## config.mk

```make
export PLATFORM = sky130hd
export DESIGN_NAME = tpz_div
export DESIGN_NICKNAME = d
export VERILOG_FILES = /design/src/tpz_pkg.sv /design/src/tpz_div.sv
export SDC_FILE = /design/constraint.sdc
export NUM_CORES = 2
export LEC_CHECK = 0
export BUFFER_PORTS_ARGS = -buffer_cell sky130_fd_sc_hd__buf_2
export CORE_UTILIZATION = 40
export CTS_CLUSTER_SIZE = 10
export DETAILED_ROUTE_END_ITERATION = 12
export RECOVER_POWER = 25
export SYNTH_ARGS = -nofsm -noshare
export SYNTH_HDL_FRONTEND = slang
export SYNTH_SLANG_ARGS = --single-unit
```

## constraint.sdc

```tcl
create_clock -name i_clk -period 19.25 [get_ports i_clk]
set_input_delay 3.85 -clock i_clk [delete_from_list [all_inputs] [get_ports i_clk]]
set_output_delay 3.85 -clock i_clk [all_outputs]
set_load 0.05 [all_outputs]
```

## src/tpz_pkg.sv

```systemverilog
// Shared types, constants and helper functions for the torus point z-buffer plotter.
// Used by every module of the block but tpz_ram; depends on nothing else.
package tpz_pkg;

    // Screen geometry and the cell memory that follows from it.
    localparam int SCREEN_WIDTH  = 100;
    localparam int SCREEN_HEIGHT = 32;
    localparam int CELLS         = SCREEN_WIDTH * SCREEN_HEIGHT;
    localparam int CELL_AW       = $clog2(CELLS);
    localparam int X_W           = $clog2(SCREEN_WIDTH);
    localparam int Y_W           = $clog2(SCREEN_HEIGHT);
    localparam int HALF_WIDTH    = SCREEN_WIDTH / 2;
    localparam int HALF_HEIGHT   = SCREEN_HEIGHT / 2;

    // Field widths of the request and the result.
    localparam int COORD_W  = 16;
    localparam int ADDR_W   = 12;
    localparam int CHAR_W   = 7;
    localparam int DEP_W    = 16;
    localparam int SHADE_W  = 4;
    localparam int IN_DATA_W  = 80;
    localparam int OUT_DATA_W = 8;

    // Datapath widths of the geometry sequencer and the divider.
    localparam int ACC_W   = 40;
    localparam int MUL_A_W = 36;
    localparam int MUL_B_W = 17;
    localparam int PROD_W  = MUL_A_W + MUL_B_W;
    localparam int NUM_W   = 48;
    localparam int DIV_W   = 52;
    localparam int DIV_STEPS = 16;
    localparam int DIV_CNT_W = $clog2(DIV_STEPS);

    // Fixed-point constants.
    localparam int Q14_SHIFT = 14;
    localparam int Q14_BIAS  = 16383;
    localparam logic signed [MUL_B_W-1:0] H_OFFSET = 17'sd32768;
    localparam logic signed [ACC_W-1:0]   SIX_Q28  = 40'sd1610612736;
    localparam logic signed [ACC_W-1:0]   DEP_SAT_D = 40'sd268435456;
    localparam logic signed [DIV_W-1:0]   DEP_NUM  = 52'sd17592186044416;
    localparam logic signed [NUM_W-1:0]   X_SCALE  = 48'sd50;
    localparam logic signed [NUM_W-1:0]   Y_SCALE  = 48'sd25;
    localparam logic signed [NUM_W-1:0]   HALF_W_S = NUM_W'(HALF_WIDTH);
    localparam logic signed [NUM_W-1:0]   HALF_H_S = NUM_W'(HALF_HEIGHT);
    localparam logic signed [NUM_W-1:0]   WIDTH_S  = NUM_W'(SCREEN_WIDTH);
    localparam logic signed [NUM_W-1:0]   HEIGHT_S = NUM_W'(SCREEN_HEIGHT);
    localparam int LUM_SHIFT = 25;

    // Shade codes and characters.
    localparam logic [SHADE_W-1:0] SHADE_MAX   = 4'd11;
    localparam logic [SHADE_W-1:0] SHADE_BLANK = 4'd12;
    localparam logic [CHAR_W-1:0]  CHAR_NL     = 7'd10;
    localparam logic [CHAR_W-1:0]  CHAR_SPACE  = 7'd32;
    localparam logic [CHAR_W-1:0]  CHAR_NONE   = 7'd0;

    // Column of a read address by reciprocal multiplication, exact for any 12-bit address.
    localparam int MOD_S  = ADDR_W + $clog2(SCREEN_WIDTH);
    localparam int MOD_M  = (2 ** MOD_S + SCREEN_WIDTH - 1) / SCREEN_WIDTH;
    localparam int MOD_PW = 2 * ADDR_W + 2;

    // Request kinds.
    localparam logic OP_PLOT = 1'b0;
    localparam logic OP_READ = 1'b1;

    // Configuration register indexes.
    localparam logic [1:0] CFG_COS_A = 2'd0;
    localparam logic [1:0] CFG_SIN_A = 2'd1;
    localparam logic [1:0] CFG_COS_B = 2'd2;
    localparam logic [1:0] CFG_SIN_B = 2'd3;

    typedef struct packed {
        logic signed [COORD_W-1:0] sin_theta;
        logic signed [COORD_W-1:0] cos_theta;
        logic signed [COORD_W-1:0] sin_phi;
        logic signed [COORD_W-1:0] cos_phi;
    } t_point;

    typedef struct packed {
        logic signed [COORD_W-1:0] cos_a;
        logic signed [COORD_W-1:0] sin_a;
        logic signed [COORD_W-1:0] cos_b;
        logic signed [COORD_W-1:0] sin_b;
    } t_rot;

    typedef struct packed {
        logic signed [ACC_W-1:0] d;
        logic signed [ACC_W-1:0] xn;
        logic signed [ACC_W-1:0] yn;
        logic signed [ACC_W-1:0] lum;
    } t_geom;

    typedef struct packed {
        logic             in_bounds;
        logic [X_W-1:0]   x;
        logic [Y_W-1:0]   y;
        logic [DEP_W-1:0] depth;
    } t_proj;

    typedef struct packed {
        logic [SHADE_W-1:0] shade;
        logic [DEP_W-1:0]   depth;
    } t_cell;

    // Micro-steps of the shared multiplier, one product per step.
    typedef enum logic [3:0] {
        MS_P, MS_Q, MS_R, MS_CC, MS_PSA, MS_SPCA, MS_PCA, MS_SPSA,
        MS_QCB, MS_TSB, MS_QSB, MS_TCB, MS_RCA, MS_RSA, MS_UCB, MS_CCSB
    } t_mstep;

    typedef enum logic [3:0] {
        ST_CLEAR, ST_IDLE, ST_GEOM, ST_DIV, ST_PLOT_RD, ST_PLOT_WR,
        ST_READ_RD, ST_READ_WR, ST_DONE
    } t_state;

    // Q14 rescale with truncation toward zero.
    function automatic logic signed [ACC_W-1:0] dq14(input logic signed [PROD_W-1:0] v);
        logic signed [PROD_W-1:0] b;
        b = v;
        if (v < 0) begin
            b = v + PROD_W'(Q14_BIAS);
        end
        return ACC_W'(b >>> Q14_SHIFT);
    endfunction

    // Luminance to shade index, clamped to the character ramp.
    function automatic logic [SHADE_W-1:0] lum_to_shade(input logic signed [ACC_W-1:0] lum);
        logic signed [ACC_W-1:0] n;
        n = lum >>> LUM_SHIFT;
        if (lum < 0) begin
            return '0;
        end else if (n > ACC_W'(SHADE_MAX)) begin
            return SHADE_MAX;
        end
        return SHADE_W'(n);
    endfunction

    // Shade index to ASCII; unused codes read as a space.
    function automatic logic [CHAR_W-1:0] shade_char(input logic [SHADE_W-1:0] s);
        case (s)
            4'd0:    return 7'h2E;
            4'd1:    return 7'h2C;
            4'd2:    return 7'h3A;
            4'd3:    return 7'h3B;
            4'd4:    return 7'h3D;
            4'd5:    return 7'h2B;
            4'd6:    return 7'h2A;
            4'd7:    return 7'h65;
            4'd8:    return 7'h61;
            4'd9:    return 7'h23;
            4'd10:   return 7'h24;
            4'd11:   return 7'h40;
            default: return CHAR_SPACE;
        endcase
    endfunction

endpackage

```

## src/tpz_div.sv

```systemverilog
// Projection unit: bounds test and restoring division, one quotient bit per cycle.
// Depends on tpz_pkg; takes the rotated point from tpz_geom.
module tpz_div (
    input  logic           i_clk,
    input  logic           i_rst_n,
    input  logic           i_start,
    input  tpz_pkg::t_geom i_geom,
    output logic           o_done,
    output tpz_pkg::t_proj o_proj
);

    logic signed [tpz_pkg::NUM_W-1:0] r_nx, r_ny, r_wd, r_hd, r_dn;
    logic signed [tpz_pkg::ACC_W-1:0] r_d;
    logic signed [tpz_pkg::DIV_W-1:0] r_rx, r_ry, r_rz, r_dsh;
    logic [tpz_pkg::X_W-1:0]   r_qx;
    logic [tpz_pkg::Y_W-1:0]   r_qy;
    logic [tpz_pkg::DEP_W-1:0] r_qz;
    logic [tpz_pkg::DIV_CNT_W-1:0] r_cnt;
    logic r_setup, r_busy, r_done, r_inb, r_sat;
    logic signed [tpz_pkg::NUM_W-1:0] w_d, w_xn, w_yn;
    logic w_bx, w_by, w_bz;

    assign w_d  = tpz_pkg::NUM_W'(i_geom.d);
    assign w_xn = tpz_pkg::NUM_W'(i_geom.xn);
    assign w_yn = tpz_pkg::NUM_W'(i_geom.yn);

    // One trial subtraction per remainder.
    assign w_bx = (r_rx >= r_dsh);
    assign w_by = (r_ry >= r_dsh);
    assign w_bz = (r_rz >= r_dsh);

    // Control: setup cycle, then the division steps.
    always_ff @(posedge i_clk) begin
        if (!i_rst_n) begin
            r_setup <= 1'b0;
            r_busy  <= 1'b0;
            r_done  <= 1'b0;
            r_cnt   <= '0;
        end else begin
            r_done <= 1'b0;
            if (i_start) begin
                r_setup <= 1'b1;
            end else if (r_setup) begin
                r_setup <= 1'b0;
                r_busy  <= 1'b1;
                r_cnt   <= '0;
            end else if (r_busy) begin
                r_cnt <= r_cnt + 1'b1;
                if (r_cnt == tpz_pkg::DIV_CNT_W'(tpz_pkg::DIV_STEPS - 1)) begin
                    r_busy <= 1'b0;
                    r_done <= 1'b1;
                end
            end
        end
    end

    // Datapath: numerators, bounds, then shift-and-subtract.
    always_ff @(posedge i_clk) begin
        if (i_start) begin
            r_d  <= i_geom.d;
            r_dn <= w_d;
            r_nx <= w_d * tpz_pkg::HALF_W_S + w_xn * tpz_pkg::X_SCALE;
            r_ny <= w_d * tpz_pkg::HALF_H_S + w_yn * tpz_pkg::Y_SCALE;
            r_wd <= w_d * tpz_pkg::WIDTH_S;
            r_hd <= w_d * tpz_pkg::HEIGHT_S;
        end else if (r_setup) begin
            // The screen bounds hold exactly when d > 0 and d <= N < size * d on both axes.
            r_inb <= (r_d > 0) && (r_nx >= r_dn) && (r_nx < r_wd)
                     && (r_ny >= r_dn) && (r_ny < r_hd);
            r_sat <= (r_d <= tpz_pkg::DEP_SAT_D);
            r_rx  <= tpz_pkg::DIV_W'(r_nx);
            r_ry  <= tpz_pkg::DIV_W'(r_ny);
            r_rz  <= tpz_pkg::DEP_NUM;
            r_dsh <= tpz_pkg::DIV_W'(r_d) <<< (tpz_pkg::DIV_STEPS - 1);
        end else if (r_busy) begin
            if (w_bx) begin
                r_rx <= r_rx - r_dsh;
            end
            if (w_by) begin
                r_ry <= r_ry - r_dsh;
            end
            if (w_bz) begin
                r_rz <= r_rz - r_dsh;
            end
            r_qx  <= {r_qx[tpz_pkg::X_W-2:0], w_bx};
            r_qy  <= {r_qy[tpz_pkg::Y_W-2:0], w_by};
            r_qz  <= {r_qz[tpz_pkg::DEP_W-2:0], w_bz};
            r_dsh <= r_dsh >>> 1;
        end
    end

    assign o_done           = r_done;
    assign o_proj.in_bounds = r_inb;
    assign o_proj.x         = r_qx;
    assign o_proj.y         = r_qy;
    assign o_proj.depth     = r_sat ? {tpz_pkg::DEP_W{1'b1}} : r_qz;

endmodule

```

### Word-level counts from Yosys, hierarchy flattened

Cells that the tools add are included.

| word-level totals | value |
|---|---|
| latch bits | 0 |
| logic and storage cells | 78 |
| bits in read-only memories | 0 |
| bits of input ports | 163 |
| register bits | 507 |
| RAM bits | 0 |
| memories | 0 |

| cells by class | value |
|---|---|
| multipliers | 4 |
| equal/unequal tests | 1 |
| divide/modulo/power cells | 0 |
| add/sub/neg operators | 6 |
| shifts and indexed selects | 0 |
| bitwise gates (word level) | 4 |
| muxes and demuxes | 18 |
| magnitude comparators | 9 |
| reductions and logical operators | 15 |

Operators with widths:

| cell | count |
|---|---|
| $mux 52 | 9 |
| $mul 40x6->46 const B | 4 |
| $ge 52x52->1 | 3 |
| $sub 52x52->52 | 3 |
| $ge 48x40->1 | 2 |
| $mux 51 | 1 |
| $add 47x47->48 | 1 |
| $lt 48x45->1 | 1 |
| $lt 48x48->1 | 1 |
| $add 44x46->47 | 1 |
| $gt 40x1->1 const B | 1 |
| $le 40x30->1 const B | 1 |
| $mux 16 | 1 |
| $reduce_and 3->1 | 4 |
| $mux 4 | 2 |
| $reduce_bool 2->1 | 4 |
| $mux 1 | 5 |
| $add 4x1->4 const B | 1 |
| $eq 4x4->1 const B | 1 |
| $logic_and 1x1->1 | 4 |
| $not 1->1 | 4 |
| $reduce_and 2->1 | 2 |
| $reduce_or 4->1 | 1 |

### Longest topological paths before layout

| depth | value |
|---|---|
| depth after elaboration | 5 |
| depth in mapped cells | 28 |
| gate-level depth less buffers | 28 |

### Worst setup path after synthesis

No wires, ideal clock.

| timing | value |
|---|---|
| kind | input to register |
| start | input port i_geom[121] in the netlist's numbering |
| end | register r_nx[47] in the netlist's numbering (data pin) |
| arrival time | 9547 ps |
| cell stages on the path | 26 |
| data required time | 19102 ps |
| path slack | 9554 ps |
| library setup time | 148 ps |
| cell sequence | ha_1 > fa_1 > ha_1 > ha_1 > fa_1 > a211oi_1 > o21bai_1 > a21oi_2 > o211ai_1 > a221o_1 > a31o_2 > a31o_2 > a21oi_1 > xnor2_1 > ha_1 > a21oi_1 > o21ai_0 > nor4b_1 > o21ai_1 > o2111ai_1 > o21ai_1 > o31a_1 > o22ai_1 > o41ai_2 > a2111o_1 > mux2i_1 |

| between the ends | value |
|---|---|
| word-level cells in the longest chain between the ends | 2 |

Ends and longest elaborated chain:

| element | RTL line | text |
|---|---|---|
| start: declaration | tpz_div.sv:7 | `input tpz_pkg::t_geom i_geom,` |
| $mul 40x6->46 | tpz_div.sv:62 | `r_nx <= w_d * tpz_pkg::HALF_W_S + w_xn * tpz_pkg::X_SCALE;` |
| $add 47x47->48 | tpz_div.sv:62 |  |
| end signal: assignment | tpz_div.sv:62 |  |
| end: declaration | tpz_div.sv:12 | `logic signed [tpz_pkg::NUM_W-1:0] r_nx, r_ny, r_wd, r_hd, r_dn;` |

No other way between the ends.
A chain may end at the register's enable or synchronous reset.

### Worst setup path after layout

| timing | value |
|---|---|
| start | input port i_geom[122] in the netlist's numbering |
| end | register r_nx[47] in the netlist's numbering (data pin) |

The elaborated chain is that of the path after synthesis.

==> flow_metrics.tcl <==
set metrics [dict create \
    fin_crit_ns 10.70 \
    crit_arrival_ns 11.06 \
    fp.dieW_um 337 \
    syn-instance-count 4895 \
    num_rows 122 \
    overflow 0 \
    tns_ns 0 \
    syn2layout_area_growth_pct 8.52 \
    cts.clk_slew.worst_paths_ns 0.06 \
    holdPathStages 0 \
    pin_count 193 \
    firstDrtPassIters 5 \
    io_buffers 152 \
    antenna_found_initial 2 \
    ys.flop_type "edfxtp_1" \
    grt_pass1_wl_um 184000 \
    worstHoldEndpoint "r_qz[15]$_DFFE_PP_" \
    ys_ff_latch 422 \
    drt_iter0_drc 1956 \
    yosys.area_share.simple_pct 12.0 \
    wl_met1_um 54100 \
    wl_met3_um 4200 \
    cp_num_buf_inv 1 \
    end_kind "register" \
    via_per_inst 5.45 \
    synth-edff-count 415 \
    clock_sinks 422 \
    start_util_pct 40.5 \
    drive_gt1_share_pct 5.44 \
    dp.cells 6416 \
    min_from "r_qz[14]$_DFFE_PP_" \
    die_area_mm2 0.114 \
    synth_fa_ha_area_share_pct 27.8 \
    finClkSkew_ns 0.0343 \
    crit_top_cell "ha_1" \
    fin_cells 6508 \
    hold_viol_final 0 \
    cts_buffers 53 \
    synth_compound_area_share_pct 19.4 \
    ant_nets 0 \
    critical-path-top-delay-family "compound AO/OA/AOI/OAI gates" \
    holdWs_ns 0.437 \
    clockBufferDepth 3 \
    clkLatencyLatePin_ns 0.64 \
    cts_max_level 2 \
    r2r-end "r_rx[49]$_DFFE_PP_" \
    grt_pass1_vias 34300 \
    dp_hpwl_um 97000 \
    status "complete, but fails checks" \
    reg2reg_slack_ns 12.87 \
    worstMarginPinSlew_ns 3.80 \
    yosys_warnings 0 \
    grtUsageTotal_pct 20.6 \
    drc_errors 0 \
    async_flop_share_pct 0 \
    synth_fp_nets 5962 \
    routed_wl_um 119000 \
    syn_avg_cell_area_um2 9.19 \
    wl_met2_um 57000 \
    grt_start_max_net_pins 104 \
    synth.cell_area_mm2 0.0450 \
    period_share_pct 55.6 \
    synth-xor-area-share_pct 5.30 \
    post_cts_resized 0 \
    max-slew-margin-rel_pct -153 \
    place.gp.congestion 0.932 \
    yosys.cell_types.count 102 \
    rr_worst_depth 5 \
    violations "capacitance limit, slew limit" \
    crit_type "input pin to register" \
    clockRootBuffer "clkbuf_16" \
    finalMaxSlewViolations 374 \
    post-route-util_pct 43.9 \
    via_count 35500 \
    slowest_stage "o41ai_1" \
    seq_area_frac_synth_pct 28.0 \
    cts_tree "yes" \
    fin_total_pwr_mw 6.00 \
    coreArea_mm2 0.111 \
    holdCritPathClass "register to register" \
    crit_required_ns 19.61 \
    finalSetupViolations 0 \
    muxShareOfSynthArea_pct 0.595 \
    drv_cap 5 \
    wl_per_cell_um 18.2 \
    fmax_mhz 93.4 \
    topRoutingLayerUsed "met4" \
    slowest_delay_ns 0.70 \
    die_h_um 337 \
    rr_startpoint "r_setup$_SDFF_PN0_" \
    critPathLaunchType "input pin" \
    nets 6050 \
    cp_max_fo 5 \
    rsz0062_at_grt "false" \
    final_cell_mix "ha_1, inv_1, edfxtp_1" \
    max-vdd-ir-drop_mv 0.0801 \
    synth_top_family_by_area "adder cells" \
    hold_buffers 0 \
    power-per-cell-area_mw_per_mm2 123 \
    total_leakage_power_nw 23.0 \
    layout_commonest_cell "ha_1" \
    cts_setup_buffers 0 \
]
[layer usage]
layer | GRT usage (%) | vias up
met4 | 5.94 | 0
met2 | 35.9 | 698
met1 | 27.0 | 17000
met3 | 1.76 | 165
li1 | - | 17600
met5 | 0 | -
[per-stage QoR]
| step | setup slack [ns] | area [um^2] |
|---|---|---|
| CTS | 8.76 | 48900 |
| finish | 8.55 | 48800 |
| global route | 8.26 | 48800 |
| floorplan | 9.55 | 45000 |
| detailed placement | 8.14 | 47200 |
| global placement | 8.13 | 47200 |
[how the worst max path moves through the flow]
stage | to | startpoint | depth (start not counted)
after floorplan | r_nx[47]$_DFFE_PP_ | i_geom[121] | 26
after global placement | r_nx[47]$_DFFE_PP_ | i_geom[122] | 27
after detailed placement | r_nx[47]$_DFFE_PP_ | i_geom[122] | 27
after CTS | r_nx[47]$_DFFE_PP_ | i_geom[122] | 27
after global routing | r_nx[47]$_DFFE_PP_ | i_geom[122] | 27
final | r_nx[47]$_DFFE_PP_ | i_geom[122] | 27
[cell type report]
class | count | area, um^2
Tap cell | 1488 | 1860
Inverter | 683 | 2560
Clock buffer | 78 | 1510
Sequential cell | 422 | 12600
Multi-Input combinational cell | 3657 | 29300
Clock inverter | 13 | 170
Fill cell | 11100 | 62300
Antenna cell | 1 | 2.50
Timing Repair Buffer | 166 | 806
[synthesized netlist by cell type, types with 55 or more instances]
master / number / area, um^2
a21o_1: 301 / 2260
a21oi_1: 343 / 1720
clkbuf_1: 113 / 424
edfxtp_1: 415 / 12500
fa_1: 157 / 3140
ha_1: 747 / 9350
inv_1: 683 / 2560
nand2_1: 333 / 1250
nand3_1: 73 / 365
nand4_1: 90 / 563
nor2_1: 246 / 923
nor2b_1: 70 / 438
nor3_1: 67 / 335
o21a_1: 55 / 413
o21ai_0: 301 / 1510
xnor2_1: 175 / 1530
xor2_1: 91 / 797
[registers in the layout, indices dropped and copies added, names as in the netlist, 16 cells and up]
name / cells
r_dsh: 52
r_rx: 52
r_ry: 52
r_rz: 52
r_nx: 47
r_ny: 47
r_wd: 43
r_d: 40
r_qz: 16
[where the power goes]
part | total (mW) | internal (mW) | switching, mW
Clock | 0.989 | 0.591 | 0.398
Sequential | 1.56 | 1.36 | 0.204
Combinational | 3.45 | 1.47 | 1.98
Total | 6.00 | 3.41 | 2.58
[kinds of logic after synthesis]
group                    count (synthesis)
AO/OA/AOI/OAI                         1357
AND/OR/NAND/NOR                       1103
adder cells (fa/ha/maj)                904
buffers and inverters                  816
flip-flops                             422
XOR/XNOR                               268
multiplexers                            25
(Power assumes the default switching activity.)
