===== src/tpz_pkg.sv =====
// Shared types, constants and helper functions for the torus point z-buffer plotter.
// Used by every module of the block but tpz_ram; depends on nothing else.
package tpz_pkg;

    // Screen geometry and the cell memory that follows from it.
    localparam int SCREEN_WIDTH  = 100;
    localparam int SCREEN_HEIGHT = 32;
    localparam int CELLS         = SCREEN_WIDTH * SCREEN_HEIGHT;
    localparam int CELL_AW       = $clog2(CELLS);
    localparam int X_W           = $clog2(SCREEN_WIDTH);
    localparam int Y_W           = $clog2(SCREEN_HEIGHT);
    localparam int HALF_WIDTH    = SCREEN_WIDTH / 2;
    localparam int HALF_HEIGHT   = SCREEN_HEIGHT / 2;

    // Field widths of the request and the result.
    localparam int COORD_W  = 16;
    localparam int ADDR_W   = 12;
    localparam int CHAR_W   = 7;
    localparam int DEP_W    = 16;
    localparam int SHADE_W  = 4;
    localparam int IN_DATA_W  = 80;
    localparam int OUT_DATA_W = 8;

    // Datapath widths of the geometry sequencer and the divider.
    localparam int ACC_W   = 40;
    localparam int MUL_A_W = 36;
    localparam int MUL_B_W = 17;
    localparam int PROD_W  = MUL_A_W + MUL_B_W;
    localparam int NUM_W   = 48;
    localparam int DIV_W   = 52;
    localparam int DIV_STEPS = 16;
    localparam int DIV_CNT_W = $clog2(DIV_STEPS);

    // Fixed-point constants.
    localparam int Q14_SHIFT = 14;
    localparam int Q14_BIAS  = 16383;
    localparam logic signed [MUL_B_W-1:0] H_OFFSET = 17'sd32768;
    localparam logic signed [ACC_W-1:0]   SIX_Q28  = 40'sd1610612736;
    localparam logic signed [ACC_W-1:0]   DEP_SAT_D = 40'sd268435456;
    localparam logic signed [DIV_W-1:0]   DEP_NUM  = 52'sd17592186044416;
    localparam logic signed [NUM_W-1:0]   X_SCALE  = 48'sd50;
    localparam logic signed [NUM_W-1:0]   Y_SCALE  = 48'sd25;
    localparam logic signed [NUM_W-1:0]   HALF_W_S = NUM_W'(HALF_WIDTH);
    localparam logic signed [NUM_W-1:0]   HALF_H_S = NUM_W'(HALF_HEIGHT);
    localparam logic signed [NUM_W-1:0]   WIDTH_S  = NUM_W'(SCREEN_WIDTH);
    localparam logic signed [NUM_W-1:0]   HEIGHT_S = NUM_W'(SCREEN_HEIGHT);
    localparam int LUM_SHIFT = 25;

    // Shade codes and characters.
    localparam logic [SHADE_W-1:0] SHADE_MAX   = 4'd11;
    localparam logic [SHADE_W-1:0] SHADE_BLANK = 4'd12;
    localparam logic [CHAR_W-1:0]  CHAR_NL     = 7'd10;
    localparam logic [CHAR_W-1:0]  CHAR_SPACE  = 7'd32;
    localparam logic [CHAR_W-1:0]  CHAR_NONE   = 7'd0;

    // Column of a read address by reciprocal multiplication, exact for any 12-bit address.
    localparam int MOD_S  = ADDR_W + $clog2(SCREEN_WIDTH);
    localparam int MOD_M  = (2 ** MOD_S + SCREEN_WIDTH - 1) / SCREEN_WIDTH;
    localparam int MOD_PW = 2 * ADDR_W + 2;

    // Request kinds.
    localparam logic OP_PLOT = 1'b0;
    localparam logic OP_READ = 1'b1;

    // Configuration register indexes.
    localparam logic [1:0] CFG_COS_A = 2'd0;
    localparam logic [1:0] CFG_SIN_A = 2'd1;
    localparam logic [1:0] CFG_COS_B = 2'd2;
    localparam logic [1:0] CFG_SIN_B = 2'd3;

    typedef struct packed {
        logic signed [COORD_W-1:0] sin_theta;
        logic signed [COORD_W-1:0] cos_theta;
        logic signed [COORD_W-1:0] sin_phi;
        logic signed [COORD_W-1:0] cos_phi;
    } t_point;

    typedef struct packed {
        logic signed [COORD_W-1:0] cos_a;
        logic signed [COORD_W-1:0] sin_a;
        logic signed [COORD_W-1:0] cos_b;
        logic signed [COORD_W-1:0] sin_b;
    } t_rot;

    typedef struct packed {
        logic signed [ACC_W-1:0] d;
        logic signed [ACC_W-1:0] xn;
        logic signed [ACC_W-1:0] yn;
        logic signed [ACC_W-1:0] lum;
    } t_geom;

    typedef struct packed {
        logic             in_bounds;
        logic [X_W-1:0]   x;
        logic [Y_W-1:0]   y;
        logic [DEP_W-1:0] depth;
    } t_proj;

    typedef struct packed {
        logic [SHADE_W-1:0] shade;
        logic [DEP_W-1:0]   depth;
    } t_cell;

    // Micro-steps of the shared multiplier, one product per step.
    typedef enum logic [3:0] {
        MS_P, MS_Q, MS_R, MS_CC, MS_PSA, MS_SPCA, MS_PCA, MS_SPSA,
        MS_QCB, MS_TSB, MS_QSB, MS_TCB, MS_RCA, MS_RSA, MS_UCB, MS_CCSB
    } t_mstep;

    typedef enum logic [3:0] {
        ST_CLEAR, ST_IDLE, ST_GEOM, ST_DIV, ST_PLOT_RD, ST_PLOT_WR,
        ST_READ_RD, ST_READ_WR, ST_DONE
    } t_state;

    // Q14 rescale with truncation toward zero.
    function automatic logic signed [ACC_W-1:0] dq14(input logic signed [PROD_W-1:0] v);
        logic signed [PROD_W-1:0] b;
        b = v;
        if (v < 0) begin
            b = v + PROD_W'(Q14_BIAS);
        end
        return ACC_W'(b >>> Q14_SHIFT);
    endfunction

    // Luminance to shade index, clamped to the character ramp.
    function automatic logic [SHADE_W-1:0] lum_to_shade(input logic signed [ACC_W-1:0] lum);
        logic signed [ACC_W-1:0] n;
        n = lum >>> LUM_SHIFT;
        if (lum < 0) begin
            return '0;
        end else if (n > ACC_W'(SHADE_MAX)) begin
            return SHADE_MAX;
        end
        return SHADE_W'(n);
    endfunction

    // Shade index to ASCII; unused codes read as a space.
    function automatic logic [CHAR_W-1:0] shade_char(input logic [SHADE_W-1:0] s);
        case (s)
            4'd0:    return 7'h2E;
            4'd1:    return 7'h2C;
            4'd2:    return 7'h3A;
            4'd3:    return 7'h3B;
            4'd4:    return 7'h3D;
            4'd5:    return 7'h2B;
            4'd6:    return 7'h2A;
            4'd7:    return 7'h65;
            4'd8:    return 7'h61;
            4'd9:    return 7'h23;
            4'd10:   return 7'h24;
            4'd11:   return 7'h40;
            default: return CHAR_SPACE;
        endcase
    endfunction

endpackage


===== src/tpz_geom.sv =====
// Rotation and luminance sequencer: one shared signed multiplier, one product per cycle.
// Depends on tpz_pkg for the point, rotation and result types.
module tpz_geom (
    input  logic            i_clk,
    input  logic            i_rst_n,
    input  logic            i_start,
    input  tpz_pkg::t_point i_point,
    input  tpz_pkg::t_rot   i_rot,
    output logic            o_done,
    output tpz_pkg::t_geom  o_res
);

    tpz_pkg::t_point r_pt;
    tpz_pkg::t_mstep r_step;
    tpz_pkg::t_mstep r_pstep;
    logic            r_busy;
    logic            r_pv;
    logic            r_done;
    logic signed [tpz_pkg::PROD_W-1:0]  r_prod;
    logic signed [tpz_pkg::ACC_W-1:0]   r_p, r_q, r_r, r_cc, r_t, r_u;
    logic signed [tpz_pkg::ACC_W-1:0]   r_dd, r_spca, r_spsa, r_xn, r_yn, r_lum;
    logic signed [tpz_pkg::MUL_A_W-1:0] w_op_a;
    logic signed [tpz_pkg::MUL_B_W-1:0] w_op_b;
    logic signed [tpz_pkg::MUL_B_W-1:0] w_h;
    logic signed [tpz_pkg::PROD_W-1:0]  w_prod;
    logic signed [tpz_pkg::ACC_W-1:0]   w_prod_q14;
    logic signed [tpz_pkg::ACC_W-1:0]   w_prod_raw;

    // Tube radius offset: cos_phi plus two in Q14.
    assign w_h = tpz_pkg::MUL_B_W'(r_pt.cos_phi) + tpz_pkg::H_OFFSET;

    // Operand selection for the current step.
    always_comb begin
        w_op_a = '0;
        w_op_b = '0;
        unique case (r_step)
            tpz_pkg::MS_P: begin
                w_op_a = tpz_pkg::MUL_A_W'(r_pt.sin_theta);
                w_op_b = w_h;
            end
            tpz_pkg::MS_Q: begin
                w_op_a = tpz_pkg::MUL_A_W'(r_pt.cos_theta);
                w_op_b = w_h;
            end
            tpz_pkg::MS_R: begin
                w_op_a = tpz_pkg::MUL_A_W'(r_pt.sin_theta);
                w_op_b = tpz_pkg::MUL_B_W'(r_pt.cos_phi);
            end
            tpz_pkg::MS_CC: begin
                w_op_a = tpz_pkg::MUL_A_W'(r_pt.cos_theta);
                w_op_b = tpz_pkg::MUL_B_W'(r_pt.cos_phi);
            end
            tpz_pkg::MS_PSA: begin
                w_op_a = tpz_pkg::MUL_A_W'(r_p);
                w_op_b = tpz_pkg::MUL_B_W'(i_rot.sin_a);
            end
            tpz_pkg::MS_SPCA: begin
                w_op_a = tpz_pkg::MUL_A_W'(r_pt.sin_phi);
                w_op_b = tpz_pkg::MUL_B_W'(i_rot.cos_a);
            end
            tpz_pkg::MS_PCA: begin
                w_op_a = tpz_pkg::MUL_A_W'(r_p);
                w_op_b = tpz_pkg::MUL_B_W'(i_rot.cos_a);
            end
            tpz_pkg::MS_SPSA: begin
                w_op_a = tpz_pkg::MUL_A_W'(r_pt.sin_phi);
                w_op_b = tpz_pkg::MUL_B_W'(i_rot.sin_a);
            end
            tpz_pkg::MS_QCB: begin
                w_op_a = tpz_pkg::MUL_A_W'(r_q);
                w_op_b = tpz_pkg::MUL_B_W'(i_rot.cos_b);
            end
            tpz_pkg::MS_TSB: begin
                w_op_a = tpz_pkg::MUL_A_W'(r_t);
                w_op_b = tpz_pkg::MUL_B_W'(i_rot.sin_b);
            end
            tpz_pkg::MS_QSB: begin
                w_op_a = tpz_pkg::MUL_A_W'(r_q);
                w_op_b = tpz_pkg::MUL_B_W'(i_rot.sin_b);
            end
            tpz_pkg::MS_TCB: begin
                w_op_a = tpz_pkg::MUL_A_W'(r_t);
                w_op_b = tpz_pkg::MUL_B_W'(i_rot.cos_b);
            end
            tpz_pkg::MS_RCA: begin
                w_op_a = tpz_pkg::MUL_A_W'(r_r);
                w_op_b = tpz_pkg::MUL_B_W'(i_rot.cos_a);
            end
            tpz_pkg::MS_RSA: begin
                w_op_a = tpz_pkg::MUL_A_W'(r_r);
                w_op_b = tpz_pkg::MUL_B_W'(i_rot.sin_a);
            end
            tpz_pkg::MS_UCB: begin
                w_op_a = tpz_pkg::MUL_A_W'(r_u);
                w_op_b = tpz_pkg::MUL_B_W'(i_rot.cos_b);
            end
            tpz_pkg::MS_CCSB: begin
                w_op_a = tpz_pkg::MUL_A_W'(r_cc);
                w_op_b = tpz_pkg::MUL_B_W'(i_rot.sin_b);
            end
            default: begin
                w_op_a = '0;
                w_op_b = '0;
            end
        endcase
    end

    assign w_prod     = w_op_a * w_op_b;
    assign w_prod_q14 = tpz_pkg::dq14(r_prod);
    assign w_prod_raw = tpz_pkg::ACC_W'(r_prod);

    // Step control: sixteen multiplies, then the last accumulate raises done.
    always_ff @(posedge i_clk) begin
        if (!i_rst_n) begin
            r_busy  <= 1'b0;
            r_pv    <= 1'b0;
            r_done  <= 1'b0;
            r_step  <= tpz_pkg::MS_P;
            r_pstep <= tpz_pkg::MS_P;
        end else begin
            r_done <= r_pv && (r_pstep == tpz_pkg::MS_CCSB);
            r_pv   <= r_busy;
            if (r_busy) begin
                r_pstep <= r_step;
                r_step  <= tpz_pkg::t_mstep'(r_step + 4'd1);
                if (r_step == tpz_pkg::MS_CCSB) begin
                    r_busy <= 1'b0;
                end
            end else if (i_start) begin
                r_busy <= 1'b1;
                r_step <= tpz_pkg::MS_P;
            end
        end
    end

    // Operand capture, product register and accumulation in the cycle after each product.
    always_ff @(posedge i_clk) begin
        if (i_start && !r_busy) begin
            r_pt <= i_point;
        end
        r_prod <= w_prod;
        if (r_pv) begin
            case (r_pstep)
                tpz_pkg::MS_P:    r_p    <= w_prod_raw;
                tpz_pkg::MS_Q:    r_q    <= w_prod_raw;
                tpz_pkg::MS_R:    r_r    <= w_prod_raw;
                tpz_pkg::MS_CC:   r_cc   <= w_prod_raw;
                tpz_pkg::MS_PSA:  r_dd   <= w_prod_q14;
                tpz_pkg::MS_SPCA: r_spca <= w_prod_raw;
                tpz_pkg::MS_PCA:  r_t    <= w_prod_q14;
                tpz_pkg::MS_SPSA: begin
                    r_spsa <= w_prod_raw;
                    r_t    <= r_t - w_prod_raw;
                    r_dd   <= r_dd + r_spca + tpz_pkg::SIX_Q28;
                end
                tpz_pkg::MS_QCB:  r_xn  <= w_prod_q14;
                tpz_pkg::MS_TSB:  r_xn  <= r_xn - w_prod_q14;
                tpz_pkg::MS_QSB:  r_yn  <= w_prod_q14;
                tpz_pkg::MS_TCB:  r_yn  <= r_yn + w_prod_q14;
                tpz_pkg::MS_RCA:  r_u   <= r_spsa - w_prod_q14;
                tpz_pkg::MS_RSA:  r_lum <= -w_prod_q14 - r_spca;
                tpz_pkg::MS_UCB:  r_lum <= r_lum + w_prod_q14;
                tpz_pkg::MS_CCSB: r_lum <= r_lum - w_prod_q14;
                default:          r_lum <= r_lum;
            endcase
        end
    end

    assign o_done    = r_done;
    assign o_res.d   = r_dd;
    assign o_res.xn  = r_xn;
    assign o_res.yn  = r_yn;
    assign o_res.lum = r_lum;

endmodule


===== config.mk =====
export PLATFORM = sky130hd
export DESIGN_NAME = tpz_geom
export DESIGN_NICKNAME = d
export VERILOG_FILES = /design/src/tpz_pkg.sv /design/src/tpz_geom.sv
export SDC_FILE = /design/constraint.sdc
export NUM_CORES = 2
export LEC_CHECK = 0
export ABC_AREA = 1
export BUFFER_PORTS_ARGS = -buffer_cell sky130_fd_sc_hd__clkbuf_2
export CORE_UTILIZATION = 55
export CTS_CLUSTER_SIZE = 40
export DETAILED_ROUTE_END_ITERATION = 7
export PLACE_DENSITY = 0.69
export REMOVE_ABC_BUFFERS = 1
export SETUP_SLACK_MARGIN = 0.5
export SKIP_LAST_GASP = 1
export SLEW_MARGIN = 20
export SYNTH_ARGS = -nofsm -noshare
export SYNTH_HDL_FRONTEND = slang
export SYNTH_SLANG_ARGS = --single-unit
export TNS_END_PERCENT = 30

===== constraint.sdc =====
create_clock -name i_clk -period 10.25 [get_ports i_clk]
set_input_delay 1.025 -clock i_clk [delete_from_list [all_inputs] [get_ports i_clk]]
set_output_delay 1.025 -clock i_clk [all_outputs]
set_load 0.01 [all_outputs]

* Word-level counts from Yosys, hierarchy flattened *
Cells that the tools add are included.

storage, ports and cells
  register bits = 584
  input bits = 131
  output and inout bits = 161
  word-level logic and storage cells = 116

operators by class
  add/subtract/negate cells = 13
  multipliers = 1
  $lt $le $gt $ge = 1
  equality and inequality tests = 30
  mux-type cells = 13
  reduce and logical (&&, ||, !) cells = 36

operators by type and width
  cell                                                                   count
  36-bit case mux with 9 select lines                                    1
  40-bit case mux with 2 select lines                                    4
  40-bit case mux with 3 select lines                                    1
  17-bit case mux with 6 select lines                                    1
  40-bit by 39-bit adder with 40-bit output                              2
  40-bit by 39-bit subtractor with 40-bit output                         2
  40-bit subtractor                                                      2
  4-bit equality test, second input constant                             16
  53-bit by 15-bit adder with 53-bit output, second input constant       1
  53-bit by 1-bit < comparator with 1-bit output, second input constant  1
  36-bit by 17-bit multiplier with 53-bit output                         1
  53-bit 2-to-1 mux                                                      1
  40-bit by 32-bit adder with 40-bit output, second input constant       1
  40-bit adder                                                           1
  39-bit negation with 40-bit output                                     1
  36-bit subtractor                                                      1
  4-bit by 3-bit equality test with 1-bit output, second input constant  8
  2-bit AND reduction                                                    12
  2-bit OR reduction                                                     9
  16-bit by 17-bit adder with 17-bit output, second input constant       1
  4-bit by 2-bit equality test with 1-bit output, second input constant  4
  3-bit OR reduction                                                     4
  2-bit nonzero test                                                     5
  4-bit by 1-bit equality test with 1-bit output, second input constant  2
  other kinds (7)                                                        12

* Depth between registers and ports, before layout *
  depth in word-level cells = 5
  mapped depth = 42
  mapped depth without buffers = 41

* Least setup slack after synthesis *
Ideal clock, no wire load.

  kind = register to register
  start point = register r_step[1]
  end point = register r_prod[49] (netlist name)
  setup time = 0.072 ns
  arrival = 7.083 ns
  required time = 10.178 ns
  path slack = 3.096 ns
  stages on the path, launching flop included = 34
  path buffers = 2
  clock period less this slack = 7.154 ns
  cells stage by stage = dfxtp_1 > inv_1 > ha_1 > nor2_1 > clkinv_1 > a211oi_1 > nand2_1 > or2_2 > buf_2 > nand2_1 > clkbuf_1 > nor2_1 > fa_1 > inv_1 > fa_1 > fa_1 > inv_1 > fa_1 > fa_1 > inv_1 > fa_1 > inv_1 > ha_1 > nand2_1 > nor2_1 > inv_1 > nor3_1 > a21oi_1 > o21ai_0 > nand2_1 > nand2_1 > nand3_1 > nand2_1 > xor2_1

between the ends
  cells in the longest elaborated chain, start to end = 4
  elaborated cells on any way between the ends = 32
  classes of those cells = mul (1); eq/ne (15); mux (2); reduce/logical (14)

RTL lines
  what                                                                                        RTL line         text
  from (decl)                                                                                 tpz_geom.sv:14   tpz_pkg::t_mstep r_step;
  from (signal assigned)                                                                      tpz_geom.sv:118  r_step <= tpz_pkg::MS_P;
  from (signal assigned)                                                                      tpz_geom.sv:125  r_step <= tpz_pkg::t_mstep'(r_step + 4'd1);
  from (signal assigned)                                                                      tpz_geom.sv:131  r_step <= tpz_pkg::MS_P;
  4-bit equality test, or another cell as far along                                           tpz_geom.sv:36   unique case (r_step)
  3-bit OR reduction (no line) or 2-bit OR reduction (tied branches)                          --
  17-bit case mux with 6 select lines or 36-bit case mux with 9 select lines (tied branches)  tpz_geom.sv:36
  36-bit by 17-bit multiplier with 53-bit output (*)                                          tpz_geom.sv:108  assign w_prod = w_op_a * w_op_b;
  via w_prod, one bit                                                                         tpz_geom.sv:25   logic signed [tpz_pkg::PROD_W-1:0] w_prod;
  to (signal assigned)                                                                        tpz_geom.sv:141  r_prod <= w_prod;
  to (decl)                                                                                   tpz_geom.sv:19   logic signed [tpz_pkg::PROD_W-1:0] r_prod;

Mark *: on every way through the listed nets, which the timed path passes. The rest lies on a longest branch.
A chain may end at the register's enable or synchronous reset.

* Worst setup path after layout *
  start point = register r_step[0]
  end point = register r_prod[48] (netlist name)

The elaborated chain is that of the path after synthesis.

==> flow_summary.yaml <==
outcome:
  status: "finished clean"
global_routing:
  grt_overflow: 0
  grt_max_degree: 69
  antenna_found_initial: 4
  grt_pass1_vias: 53710
  grt_usage_pct: 39.02
  grt_pass1_wl_um: 326200
clock_network:
  cts.path.max_buffers: 3
  clockRootBuffer: "clkbuf_16"
  cts_tree: "built"
  clk_pin_slew_worst_paths_ns: 0.06
  clock_latency_ns: 0.68
  cts_max_level: 3
  cts_buffers: 70
  clock_sinks: 580
placement:
  pre_cts_slack_ns: 0.3497
  dp_hpwl_um: 177200
  dpl.cell_count: 9114
  io_buffers: 291
  routabilityCongestion: 1.067
timing:
  period_needed_ns: 9.339
  rsz0062_at_grt: "false"
  setup_viol: 0
  fin_crit_sh_pct: 91.11
  tightest_slew_ns: 1.159
  fmax_mhz: 107.1
  skew_ns: 0.04485
  setup_slack_ns: 0.9107
  relSlewSlack_pct: 22.02
  slew_violations: 0
  report.final.hold_viol_count: 0
floorplanning:
  die_area_mm2: 0.1126
  core_mm2: 0.1096
  dieHeight_um: 335.5
  ioPinCount: 292
  placementRows: 121
  chipWidth_um: 335.5
  start_util_pct: 55.82
worst_setup_path:
  slowest_delay_ns: 0.66
  critPathLaunch: "r_step[0]"
  worstPathRequired_ns: 10.77
  ff2ff_setup_slack_ns: 0.91
  r2r_cells: 28
  r2r-start: "r_step[0]"
  cp-end-kind: "flop"
  worst_path_max_delay_cell: "fa_1"
  path_max_fanout: 17
  startpoint_type: "flop"
  reg2reg_to: "r_prod[48]"
  worstSetupPathType: "reg -> reg"
  cp_data_arrival_time_ns: 9.86
synthesis:
  syn-instance-count: 7398
  synth_area_leaders: "edfxtp_1 25%, fa_1 19%, ha_1 9.6%"
  ys.flop_type: "edfxtp_1"
  ys_seq_area_share_pct: 27.42
  synth_warnings: 0
  avgSynthCellArea_um2: 8.270
  synth_top_area_share_pct: 25.33
  async_flop_share_pct: 0
  synth-edff-count: 516
  synth_largest_area_cell: "edfxtp_1"
  synthDistinctLibCells: 72
  syn_area_mm2: 0.06118
  synth_seq_cells: 580
finish:
  final_nets: 8903
  drive_gt1_share_pct: 9.112
  syn_to_final_growth_pct: 9.802
  final_cell_mix: "1,341 x inv_1, 1,271 x nand2_1, 853 x nor2_1, 589 x fa_1, 516 x edfxtp_1"
  fin_cells: 9249
  layout_commonest_cell: "inv_1"
detailed_routing:
  viasPerCell: 5.848
  drt-total-wl_um: 220300
  ant_nets: 0
  drt-initial-drc-count: 4932
  first_pass_iters: 6
  drc: 0
  vias: 54080
  post_drt_wl_per_cell_um: 23.82
worst_hold_path:
  whs_path_depth: 1
  holdPathEnd: "r_pt[23]"
  min_path_type: "in -> reg"
  min_from: "i_point[23]"
run:
  cap_violations: 0
## logic make-up after synthesis
kind of cell	synth area share, %
adder cells (fa/ha/maj)	28.84
XOR/XNOR	3.207
AO/OA/AOI/OAI	12.96
buffers and inverters	9.601
AND/OR/NAND/NOR	17.97
flip-flops	27.42
## registers in the layout, indices dropped and copies added (netlist names), 40 cells and up
register and flops:
r_lum 40, r_spca 40, r_pt 64, r_dd 40, r_prod 53, r_yn 40
r_xn 40
## worst max path at each step
stage                      end
floorplan           r_prod[49]
global placement    r_prod[48]
detailed placement  r_prod[48]
CTS                 r_prod[51]
global route        r_prod[46]
finish              r_prod[48]
## critical path: cells and delay by family (launching register included)
kind | cells | cell delay [ns]
adders and majority gates | 8 | 3.72
and+or+nand+nor | 8 | 2.58
buffers and inverters | 8 | 1.37
AOI/OAI and AO/OA | 3 | 0.96
DFF | 1 | 0.40
xor gates and xnor gates | 1 | 0.14
## what timing repair did
action,4_1_cts,5_1_grt
gates cloned,1,0
setup buffers,0,0
hold buffers,0,0
gates resized for setup,2,3
pin swaps,0,0
setup endpoints to repair,2,20
## per-layer routing
metal	global-route usage [%]	share of wire, %
met2	64.18	46
met4	24.28	7.3
met3	4.839	7.9
met5	0	0.014
met1	48.95	38
## metrics by stage
stage	util (%)	area [um2]	TNS (ns)	hold WS [ns]
floorplan	-	60520	0	0.4738
global placement	59.08	64760	-0.2424	0.5159
detailed placement	59.11	64790	0	0.5233
CTS	61.19	67070	0	0.5080
global route	61.28	67170	0	0.5267
finish	61.29	67180	0	0.5311
## cell type report
type                            instances  area, um2
Antenna cell                            3      7.507
Clock inverter                         37      356.6
Tap cell                             1476       1847
Multi-Input combinational cell       5270      38680
Timing Repair inverter                  1      7.507
Sequential cell                       580      16780
Inverter                             1388       5215
Timing Repair Buffer                  404       2380
Fill cell                            9853      42430
Clock buffer                           90       1909
## cells in the mapped netlist, types with 47 or more instances
library cell	instances
a21oi_1	442
nand4_1	47
nand2_1	1272
nor2_1	866
dfxtp_1	64
edfxtp_1	516
nor3_1	47
ha_1	468
xor2_1	128
clkbuf_1	111
a221oi_1	92
o21ai_0	436
inv_1	1343
or2_2	47
a31oi_1	110
fa_1	589
nand3_1	259
xnor2_1	91
Power is not shown: default switching activity piles up to over one toggle a cycle in this logic, so the estimate is an artifact.
